$ cat src/rtl/rmef_pkg.sv
// Shared constants and types for the RSSI median and exponential average filter.
// Used by rmef_ctrl, rmef_datapath and rssi_median_ema_filter; depends on nothing.
`timescale 1ns / 1ps

package rmef_pkg;

    localparam int WINDOW_SIZE = 7;
    localparam int PTR_W = (WINDOW_SIZE > 1) ? $clog2(WINDOW_SIZE) : 1;
    localparam int CNT_W = $clog2(WINDOW_SIZE + 1);

    localparam int SAMPLE_W = 8;
    localparam int AVG_W = 16;
    localparam int COUNT_OUT_W = 3;
    localparam int Q8_SHIFT = 8;
    localparam int EMA_SHIFT = 2;
    localparam int SUM_W = AVG_W + EMA_SHIFT + 1;

    localparam logic ACTION_SAMPLE = 1'b0;
    localparam logic ACTION_CLEAR = 1'b1;
    localparam logic signed [SAMPLE_W-1:0] INVALID_SAMPLE = 8'sh7F;

    typedef struct packed {
        logic store;
        logic clear;
        logic scan_en;
        logic finish;
    } cmd_t;

    typedef struct packed {
        logic takes_sample;
        logic is_clear;
        logic scan_last;
        logic out_free;
    } status_t;

endpackage

$ cat src/rtl/rmef_ctrl.sv
// Controller state machine for the RSSI filter: input handshake and scan sequencing.
// Depends on rmef_pkg for the command and status types.
`timescale 1ns / 1ps

module rmef_ctrl
(
    input  logic             clk,
    input  logic             rst_n,
    input  logic             in_valid,
    output logic             in_stall,
    input  rmef_pkg::status_t status,
    output rmef_pkg::cmd_t   cmd
);

    localparam logic [1:0] ST_IDLE = 2'd0;
    localparam logic [1:0] ST_SCAN = 2'd1;
    localparam logic [1:0] ST_DONE = 2'd2;

    logic [1:0] state_reg;
    logic [1:0] state_next;
    logic       accept;

    assign in_stall = (state_reg != ST_IDLE);
    assign accept = in_valid && (state_reg == ST_IDLE);

    always_comb
    begin
        state_next = state_reg;
        cmd = '0;
        case (state_reg)
            ST_IDLE:
            begin
                if (accept && status.is_clear)
                begin
                    cmd.clear = 1'b1;
                end
                else if (accept && status.takes_sample)
                begin
                    cmd.store = 1'b1;
                    state_next = ST_SCAN;
                end
            end
            ST_SCAN:
            begin
                cmd.scan_en = 1'b1;
                if (status.scan_last)
                begin
                    state_next = ST_DONE;
                end
            end
            ST_DONE:
            begin
                if (status.out_free)
                begin
                    cmd.finish = 1'b1;
                    state_next = ST_IDLE;
                end
            end
            default:
            begin
                state_next = ST_IDLE;
            end
        endcase
    end

    always_ff @(posedge clk or negedge rst_n)
    begin
        if (!rst_n)
        begin
            state_reg <= ST_IDLE;
        end
        else
        begin
            state_reg <= state_next;
        end
    end

endmodule

$ cat src/rtl/rmef_datapath.sv
// Datapath for the RSSI filter: sample ring, rank-based median scan, Q8 average
// and the output register. Depends on rmef_pkg for constants and types.
`timescale 1ns / 1ps

module rmef_datapath
(
    input  logic                                   clk,
    input  logic                                   rst_n,
    input  rmef_pkg::cmd_t                         cmd,
    output rmef_pkg::status_t                      status,
    input  logic                                   action,
    input  logic signed [rmef_pkg::SAMPLE_W-1:0]   sample_dbm,
    output logic                                   out_valid,
    input  logic                                   out_stall,
    output logic signed [rmef_pkg::SAMPLE_W-1:0]   median_dbm,
    output logic signed [rmef_pkg::AVG_W-1:0]      filtered_q8,
    output logic [rmef_pkg::COUNT_OUT_W-1:0]       sample_count
);

    logic signed [rmef_pkg::SAMPLE_W-1:0] window_reg [rmef_pkg::WINDOW_SIZE];
    logic [rmef_pkg::PTR_W-1:0]           wr_pos_reg;
    logic [rmef_pkg::PTR_W-1:0]           wr_pos_next;
    logic [rmef_pkg::CNT_W-1:0]           filled_reg;
    logic [rmef_pkg::CNT_W-1:0]           filled_next;
    logic [rmef_pkg::PTR_W-1:0]           idx_reg;
    logic [rmef_pkg::PTR_W-1:0]           idx_next;
    logic signed [rmef_pkg::SAMPLE_W-1:0] med_reg;
    logic                                 avg_valid_reg;
    logic signed [rmef_pkg::AVG_W-1:0]    avg_reg;
    logic signed [rmef_pkg::AVG_W-1:0]    avg_next;
    logic                                 out_valid_reg;
    logic signed [rmef_pkg::SAMPLE_W-1:0] out_med_reg;
    logic signed [rmef_pkg::AVG_W-1:0]    out_avg_reg;
    logic [rmef_pkg::COUNT_OUT_W-1:0]     out_cnt_reg;

    logic signed [rmef_pkg::SAMPLE_W-1:0] cur;
    logic [rmef_pkg::WINDOW_SIZE-1:0]     below;
    logic [rmef_pkg::CNT_W-1:0]           rank;
    logic signed [rmef_pkg::SUM_W-1:0]    sum;
    logic signed [rmef_pkg::SUM_W-1:0]    quot;

    assign status.takes_sample = (action == rmef_pkg::ACTION_SAMPLE)
                                 && (sample_dbm != rmef_pkg::INVALID_SAMPLE);
    assign status.is_clear = (action == rmef_pkg::ACTION_CLEAR);
    assign status.scan_last = (rmef_pkg::CNT_W'(idx_reg) == (filled_reg - 1'b1));
    assign status.out_free = !out_valid_reg || !out_stall;

    assign wr_pos_next = (wr_pos_reg == rmef_pkg::PTR_W'(rmef_pkg::WINDOW_SIZE - 1))
                         ? '0 : wr_pos_reg + 1'b1;
    assign filled_next = (filled_reg == rmef_pkg::CNT_W'(rmef_pkg::WINDOW_SIZE))
                         ? filled_reg : filled_reg + 1'b1;
    assign idx_next = (cmd.store || status.scan_last) ? '0 : idx_reg + 1'b1;

    // The entry under scan is the median when exactly filled/2 entries sort before it.
    // Equal values are ordered by position so that every entry gets a distinct rank.
    assign cur = window_reg[idx_reg];

    always_comb
    begin
        rank = '0;
        for (int j = 0; j < rmef_pkg::WINDOW_SIZE; j++)
        begin
            below[j] = (rmef_pkg::CNT_W'(j) < filled_reg)
                       && ((window_reg[j] < cur)
                           || ((window_reg[j] == cur) && (rmef_pkg::PTR_W'(j) < idx_reg)));
            rank = rank + rmef_pkg::CNT_W'(below[j]);
        end
    end

    // Average = (3*avg + 256*median)/4, rounded toward zero; 256*median when unseeded.
    always_comb
    begin
        sum = (rmef_pkg::SUM_W'(avg_reg) <<< 1) + rmef_pkg::SUM_W'(avg_reg)
              + (rmef_pkg::SUM_W'(med_reg) <<< rmef_pkg::Q8_SHIFT);
        quot = sum >>> rmef_pkg::EMA_SHIFT;
        if (sum[rmef_pkg::SUM_W-1] && (sum[rmef_pkg::EMA_SHIFT-1:0] != '0))
        begin
            quot = quot + 1'b1;
        end
        if (avg_valid_reg)
        begin
            avg_next = quot[rmef_pkg::AVG_W-1:0];
        end
        else
        begin
            avg_next = {med_reg, {rmef_pkg::Q8_SHIFT{1'b0}}};
        end
    end

    always_ff @(posedge clk or negedge rst_n)
    begin
        if (!rst_n)
        begin
            for (int i = 0; i < rmef_pkg::WINDOW_SIZE; i++)
            begin
                window_reg[i] <= '0;
            end
            wr_pos_reg <= '0;
            filled_reg <= '0;
            idx_reg <= '0;
            avg_valid_reg <= 1'b0;
            avg_reg <= '0;
            out_valid_reg <= 1'b0;
        end
        else
        begin
            if (cmd.clear)
            begin
                for (int i = 0; i < rmef_pkg::WINDOW_SIZE; i++)
                begin
                    window_reg[i] <= '0;
                end
                wr_pos_reg <= '0;
                filled_reg <= '0;
                avg_valid_reg <= 1'b0;
                avg_reg <= '0;
            end
            else if (cmd.store)
            begin
                window_reg[wr_pos_reg] <= sample_dbm;
                wr_pos_reg <= wr_pos_next;
                filled_reg <= filled_next;
            end
            if (cmd.store || cmd.scan_en)
            begin
                idx_reg <= idx_next;
            end
            if (cmd.finish)
            begin
                avg_reg <= avg_next;
                avg_valid_reg <= 1'b1;
            end
            out_valid_reg <= cmd.finish || (out_valid_reg && out_stall);
        end
    end

    always_ff @(posedge clk)
    begin
        if (cmd.scan_en && (rank == (filled_reg >> 1)))
        begin
            med_reg <= cur;
        end
        if (cmd.finish)
        begin
            out_med_reg <= med_reg;
            out_avg_reg <= avg_next;
            out_cnt_reg <= rmef_pkg::COUNT_OUT_W'(filled_reg);
        end
    end

    assign out_valid = out_valid_reg;
    assign median_dbm = out_med_reg;
    assign filtered_q8 = out_avg_reg;
    assign sample_count = out_cnt_reg;

endmodule

$ cat src/rtl/rssi_median_ema_filter.sv
// Top level of the RSSI median and exponential average filter.
// Instantiates rmef_ctrl and rmef_datapath; depends on rmef_pkg.
//
//  Channel  Handshake            Payload
//  input    in_valid, in_stall   action, sample_dbm
//  output   out_valid, out_stall median_dbm, filtered_q8, sample_count
//
// A stored sample first writes the ring, then a serial rank scan visits each filled
// entry to find the median, and a final step updates the average and the result.
// Clear items and invalid samples are taken without leaving idle and give no result.
// Reset empties the ring and the average; the result register lets the next item
// be taken while a result is still stalled, and the scan waits only at the final load.
`timescale 1ns / 1ps

module rssi_median_ema_filter
(
    input  logic                                   clk,
    input  logic                                   rst_n,
    input  logic                                   in_valid,
    output logic                                   in_stall,
    input  logic                                   action,
    input  logic signed [rmef_pkg::SAMPLE_W-1:0]   sample_dbm,
    output logic                                   out_valid,
    input  logic                                   out_stall,
    output logic signed [rmef_pkg::SAMPLE_W-1:0]   median_dbm,
    output logic signed [rmef_pkg::AVG_W-1:0]      filtered_q8,
    output logic [rmef_pkg::COUNT_OUT_W-1:0]       sample_count
);

    rmef_pkg::cmd_t    cmd;
    rmef_pkg::status_t status;

    rmef_ctrl u_ctrl
    (
        .clk      (clk),
        .rst_n    (rst_n),
        .in_valid (in_valid),
        .in_stall (in_stall),
        .status   (status),
        .cmd      (cmd)
    );

    rmef_datapath u_datapath
    (
        .clk          (clk),
        .rst_n        (rst_n),
        .cmd          (cmd),
        .status       (status),
        .action       (action),
        .sample_dbm   (sample_dbm),
        .out_valid    (out_valid),
        .out_stall    (out_stall),
        .median_dbm   (median_dbm),
        .filtered_q8  (filtered_q8),
        .sample_count (sample_count)
    );

`ifndef SYNTH
    a_sample_starts_scan: assert property (@(posedge clk) disable iff (!rst_n)
        (in_valid && !in_stall && (action == rmef_pkg::ACTION_SAMPLE)
         && (sample_dbm != rmef_pkg::INVALID_SAMPLE)) |=> in_stall)
        else $error("A stored sample did not start the median scan.");

    a_clear_no_work: assert property (@(posedge clk) disable iff (!rst_n)
        (in_valid && !in_stall && (action == rmef_pkg::ACTION_CLEAR)) |=> !in_stall)
        else $error("A clear item left the block busy.");

    a_result_from_scan: assert property (@(posedge clk) disable iff (!rst_n)
        $rose(out_valid) |-> $past(in_stall))
        else $error("A result appeared without a finished scan.");

    a_count_nonzero: assert property (@(posedge clk) disable iff (!rst_n)
        out_valid |-> (sample_count != '0))
        else $error("A result carries an empty window count.");
`endif

endmodule

$ cat config.mk
export PLATFORM = sky130hd
export DESIGN_NAME = rssi_median_ema_filter
export DESIGN_NICKNAME = d
export VERILOG_FILES = /design/src/rtl/rmef_pkg.sv /design/src/rtl/rmef_ctrl.sv /design/src/rtl/rmef_datapath.sv /design/src/rtl/rssi_median_ema_filter.sv
export SDC_FILE = /design/constraint.sdc
export NUM_CORES = 1
export LEC_CHECK = 0
export BUFFER_PORTS_ARGS = -buffer_cell sky130_fd_sc_hd__buf_4
export CORE_MARGIN = 5
export CORE_UTILIZATION = 25
export CTS_BUF_LIST = sky130_fd_sc_hd__clkbuf_16
export CTS_CLUSTER_DIAMETER = 120
export DETAILED_ROUTE_END_ITERATION = 10
export SLEW_MARGIN = 30
export SYNTH_ARGS = -nofsm -noshare
export SYNTH_HDL_FRONTEND = slang
export SYNTH_SLANG_ARGS = --single-unit
$ cat constraint.sdc
create_clock -name clk -period 6 [get_ports clk]
set_input_delay 0.6 -clock clk [delete_from_list [all_inputs] [get_ports clk]]
set_output_delay 0.6 -clock clk [all_outputs]
set_load 0.01 [all_outputs]
=== Yosys cells after proc, flatten, opt, wreduce, memory -nomap -nowiden ===
Index checks and enable logic that the tools add are counted.

* Magnitude comparators: 24
* Equality and inequality tests: 19
* Reduce and logical (&&, ||, !) cells: 42
* Mux-type cells: 33
* Add/subtract/negate cells: 13
* Bitwise operators: 3

{| class="wikitable"
|+ Operators by type and width
! cell !! number
|-
| $mux W56 || 2
|-
| $mux W16 || 4
|-
| $bwmux W56 || 1
|-
| $eq A8 B8 Y1 || 7
|-
| $lt A8 B8 Y1 || 7
|-
| $bmux W8 S3 || 1
|-
| $demux W8 S3 || 1
|-
| $mux W8 || 3
|-
| $logic_and A1 B1 Y1 || 22
|-
| $mux W3 || 7
|-
| $add A18 B16 Y19 || 1
|-
| $add A17 B16 Y18 || 1
|-
| $lt A3 B3 Y1 const A || 6
|-
| $add A16 B2 Y16 const B || 1
|-
| $add A3 B1 Y3 || 5
|-
| $lt A1 B3 Y1 const A || 4
|-
| $lt A2 B3 Y1 const A || 4
|-
| $logic_or A1 B1 Y1 || 11
|-
| $mux W2 || 5
|-
| $add A3 B1 Y3 const B || 3
|-
| $ge A4 B4 Y1 const B || 2
|-
| $mux W1 || 8
|-
| $ne A2 B2 Y1 const B || 4
|-
| $ne A8 B8 Y1 const B || 1
|-
| 17 further kinds || 23
|}

* Register bits: 120
* Output and inout port bits: 29

=== Longest topological paths before layout ===
* Depth in word-level cells: 16
* Depth in mapped cells: 26
* Mapped depth without buffers: 24

=== Hierarchy ===
Synthesis repeated with hierarchy kept, for this count alone.

* Cells, all modules: 817
* Area, all modules: 8,077.7 sq um

{| class="wikitable"
|+ Modules (own cells, without submodules)
! module !! area an instance (sq um) !! times used !! cells each
|-
| rmef_datapath || 7,950.1 || 1 || 803
|-
| rmef_ctrl || 127.6 || 1 || 14
|}

=== Worst setup path before layout ===
OpenSTA, ideal clock, no wires.

* Path type: register -> register
* Start: register u_datapath.idx_reg[1] (netlist name)
* End: register u_datapath.med_reg[0] (netlist name) (enable)
* Stages on the path, launching flop included: 26
* Arrival: 6,004 ps
* Path slack: -399 ps
* Data required time: 5,605 ps
* Path buffers: 2
* Setup time: 395 ps
* Path through: dfrtp_1 > clkbuf_1 > clkbuf_1 > nor2_1 > a21oi_1 > nor2_1 > nor3_1 > ha_1 > o21a_1 > o21ai_0 > nand2b_1 > a21oi_1 > nor2b_1 > o21ai_0 > nand2_1 > a31oi_1 > ha_1 > inv_1 > fa_1 > fa_1 > inv_1 > ha_1 > inv_1 > fa_1 > xnor2_1 > nor4_1

* Cells in the longest elaborated chain, start to end: 16
* Elaborated cells on any way between the ends: 54

{| class="wikitable"
|+ Ends and longest elaborated chain
! what !! RTL line !! source
|-
| from (decl) || rmef_datapath.sv:25 || <nowiki>logic [rmef_pkg::PTR_W-1:0] idx_reg;</nowiki>
|-
| from (signal assigned) || rmef_datapath.sv:126 || <nowiki>idx_reg <= idx_next;</nowiki>
|-
| parallel branches: the longest is 13 deep, another holds $lt A8 B8 Y1 || n/a ||
|-
| $add A3 B1 Y3 (*) || rmef_datapath.sv:66 || <nowiki>rank = rank + rmef_pkg::CNT_W'(below[j]);</nowiki>
|-
| $eq A3 B2 Y1 (*) || rmef_datapath.sv:139 || <nowiki>if (cmd.scan_en && (rank == (filled_reg >> 1)))</nowiki>
|-
| $logic_and A1 B1 Y1 (*) || rmef_datapath.sv:139 ||
|-
| to (signal assigned) || rmef_datapath.sv:141 || <nowiki>med_reg <= cur;</nowiki>
|-
| to (decl) || rmef_datapath.sv:27 || <nowiki>logic signed [rmef_pkg::SAMPLE_W-1:0] med_reg;</nowiki>
|}

Mark *: on every way between the ends. The select of a mux whose other input is x is not followed.
A chain may end at the register's enable or synchronous reset.

=== Worst setup path in the final report ===
* Start: register u_datapath.idx_reg[0] (netlist name)
* End: register u_datapath.med_reg[7] (netlist name) (enable)

Same word-level chain as after synthesis.

==> flow_metrics.tcl <==
set metrics [dict create \
    area_growth_pct 16.3 \
    antenna_found_initial 0 \
    setup.worst_path.start "u_datapath.idx_reg[0]$_DFFE_PN0P_" \
    n_antenna_cell 0 \
    crit_fanout 9 \
    power_density_nw_per_um2 539 \
    finalMaxSlewViolations 0 \
    final_util 0.295 \
    ir_drop_mv 0.215 \
    status "finished clean" \
    reg2reg_from "u_datapath.idx_reg[0]$_DFFE_PN0P_" \
    vias 6333 \
    clk_path_buf_depth 2 \
    worstRegToRegCells 24 \
    start_util 0.254 \
    num_rows 66 \
    postCtsSetupRepairBufs 0 \
    r2r-end "u_datapath.med_reg[7]$_DFFE_PP_" \
    ant_nets 0 \
    slowest_stage "fa_1" \
    cts_root_buf "clkbuf_16" \
    crit_end "u_datapath.med_reg[7]$_DFFE_PP_" \
    port_buffers 41 \
    layout_commonest_cell "nor2_1" \
    rrSetupSlack_ns 0.35 \
    period_minus_slack_ns 5.65 \
    hp-class "in -> async" \
    gp_congestion 0.870 \
    hold_viol 0 \
    dieArea_um2 36700 \
    synth_area_um2 8250 \
    dr.pass1.iters 5 \
    fp.dieH_um 192 \
    clk_latency_ns 0.43 \
    synth_edf_count 35 \
    drive_above_1_share 0.144 \
    ys_ff_latch 120 \
    path_clk_slew_ns 0.05 \
    crit_path_start_kind "flop" \
    rsz0062_at_grt "false" \
    yosysWarnings 0 \
    setup_violations 0 \
    ctsResizeCount 0 \
    final_nets 955 \
    wl_um 21900 \
    core_um2 32500 \
    relSlewSlack 0.489 \
    synth.net_count 921 \
    path_class "reg -> reg" \
    hpwl_um 16500 \
    ys_types 78 \
    cts_buffers 17 \
    tns_ns 0 \
    fp.dieW_um 192 \
    numPlacedInstances 1266 \
    leakagePower_nw 4.42 \
    dpl_worst_slack_ns 0.0781 \
    final_cell_mix "nor2_1, ha_1, dfrtp_1, buf_4, mux2i_1" \
    instances_no_fill 1298 \
    htreeDepth 4 \
    cts.sinks 120 \
    required_ns 6.13 \
    grt-ovfl-total 0 \
    synth_area_leaders "dfrtp_1, ha_1, edfxtp_1" \
    synth_ff_type "dfrtp_1" \
    ctsHoldBuffers 0 \
    crit_chain "mux2_2 > a21oi_1 > nor2_1 > nor3_2 > ha_1 > o21a_1 > o21ai_0 > nand2b_1 > a21oi_1 > nor2b_1 > o21ai_0 > nand2_1 > a31oi_1 > ha_1 > inv_1 > fa_1 > fa_1 > inv_1 > ha_1 > inv_1 > fa_1 > xnor2_1 > nor4_4 > buf_4" \
    ioPinCount 42 \
    routedWlPerCell_um 16.8 \
    clock.fmax_mhz 177 \
    grt_max_degree 55 \
    grtUsageTotal 0.121 \
    final.setup.worst_slack_ns 0.348 \
    tritoncts "yes" \
    drcViolationCount 0 \
    vias_per_cell 4.88 \
    grt_pass1_wl_um 35000 \
    synth_cells 810 \
    drt_iter0_drc 319 \
    yosysSeqAreaShare 0.385 \
    slowest_delay_ns 0.55 \
    async_flop_share 0.708 \
    crit_arrival_ns 5.78 \
    postSynthAreaPerCell_um2 10.2 \
    largest_reg_flops 56 \
    synth.top_cell.area_share 0.258 \
    grt_pass1_vias 6389 \
    drv_cap 0 \
    power_mw 5.17 \
    yosysTopAreaCell "dfrtp_1" \
    max_slew.worst_pin.slew_ns 0.767 \
    cp-end-kind "flop" \
    period_share 0.942 \
    fillers 3461 \
    clock_skew_ns 0.00680 \
]
-- final cells by class --
type	instances	area, um2	share of cell area
Clock buffer	17	425	0.0443
Clock inverter	14	72.6	0.00756
Inverter	34	128	0.0133
Multi-Input combinational cell	611	4790	0.499
Sequential cell	120	3180	0.331
Tap cell	442	553	0.0576
Timing Repair Buffer	60	450	0.0469
-- cells in the mapped netlist (16+ instances only) --
cell type / count
a21oi_1: 42
clkbuf_1: 31
dfrtp_1: 85
edfxtp_1: 35
ha_1: 86
inv_1: 33
mux2i_1: 56
nand2_1: 36
nand3_1: 23
nand4_1: 16
nor2_1: 101
nor2b_1: 18
o21ai_0: 31
-- cells by family (layout without fill, tap and decap cells) --
kind of cell / count (synthesis) / after routing / synth area share
multiplexers: 67 / 67 / 0.0930
adder cells (fa/ha/maj): 98 / 98 / 0.160
flip-flops: 120 / 120 / 0.385
buffers and inverters: 79 / 125 / 0.0379
AND/OR/NAND/NOR: 246 / 246 / 0.147
AO/OA/AOI/OAI: 168 / 168 / 0.141
XOR/XNOR: 32 / 32 / 0.0358
-- report_power, final --
part / switching, mW / total, mW / internal [mW]
Clock: 0.364 / 0.873 / 0.509
Combinational: 1.68 / 2.91 / 1.24
Sequential: 0.271 / 1.39 / 1.11
Total: 2.31 / 5.17 / 2.86
-- metrics by stage --
stage	instance area [um2]	hold WS, ns
floorplan	8270	0.304
global placement	9080	0.537
detailed placement	9080	0.537
CTS	9580	0.117
global route	9600	0.135
finish	9600	0.115
-- worst min-delay path by stage --
stage                                            end  slack, ns  cells after the start
2_1_floorplan        u_ctrl.state_reg[0]$_DFFE_PN0P_       0.30                      0
3_3_place_gp          u_datapath.out_valid$_DFF_PN0_       0.54                      2
3_5_place_dp    u_datapath.window_reg[4]$_DFFE_PN0P_       0.54                      1
4_1_cts        u_datapath.window_reg[42]$_DFFE_PN0P_       0.12                      1
5_1_grt        u_datapath.window_reg[42]$_DFFE_PN0P_       0.13                      1
6_report       u_datapath.window_reg[40]$_DFFE_PN0P_       0.11                      1
-- critical path, delay by kind of cell, from the launching register on --
family                   cells  cell delay [ns]
adder cells (fa/ha/maj)      6             2.18
AO/OA/AOI/OAI                6             0.87
flip-flops                   1             0.53
multiplexers                 1             0.39
AND/OR/NAND/NOR              6             0.84
buffers and inverters        4             0.38
XOR/XNOR                     1             0.17
-- metal layers --
metal,vias to the layer above,share of wire,global-route usage,wire (um)
met5,-,0,0,0
met3,37,0.040,0.0269,878
met2,141,0.46,0.192,10000
met4,0,0.020,0.0392,443
li1,2996,-,-,-
met1,3159,0.48,0.165,10500
No activity file was read; power rests on OpenSTA's default activity.
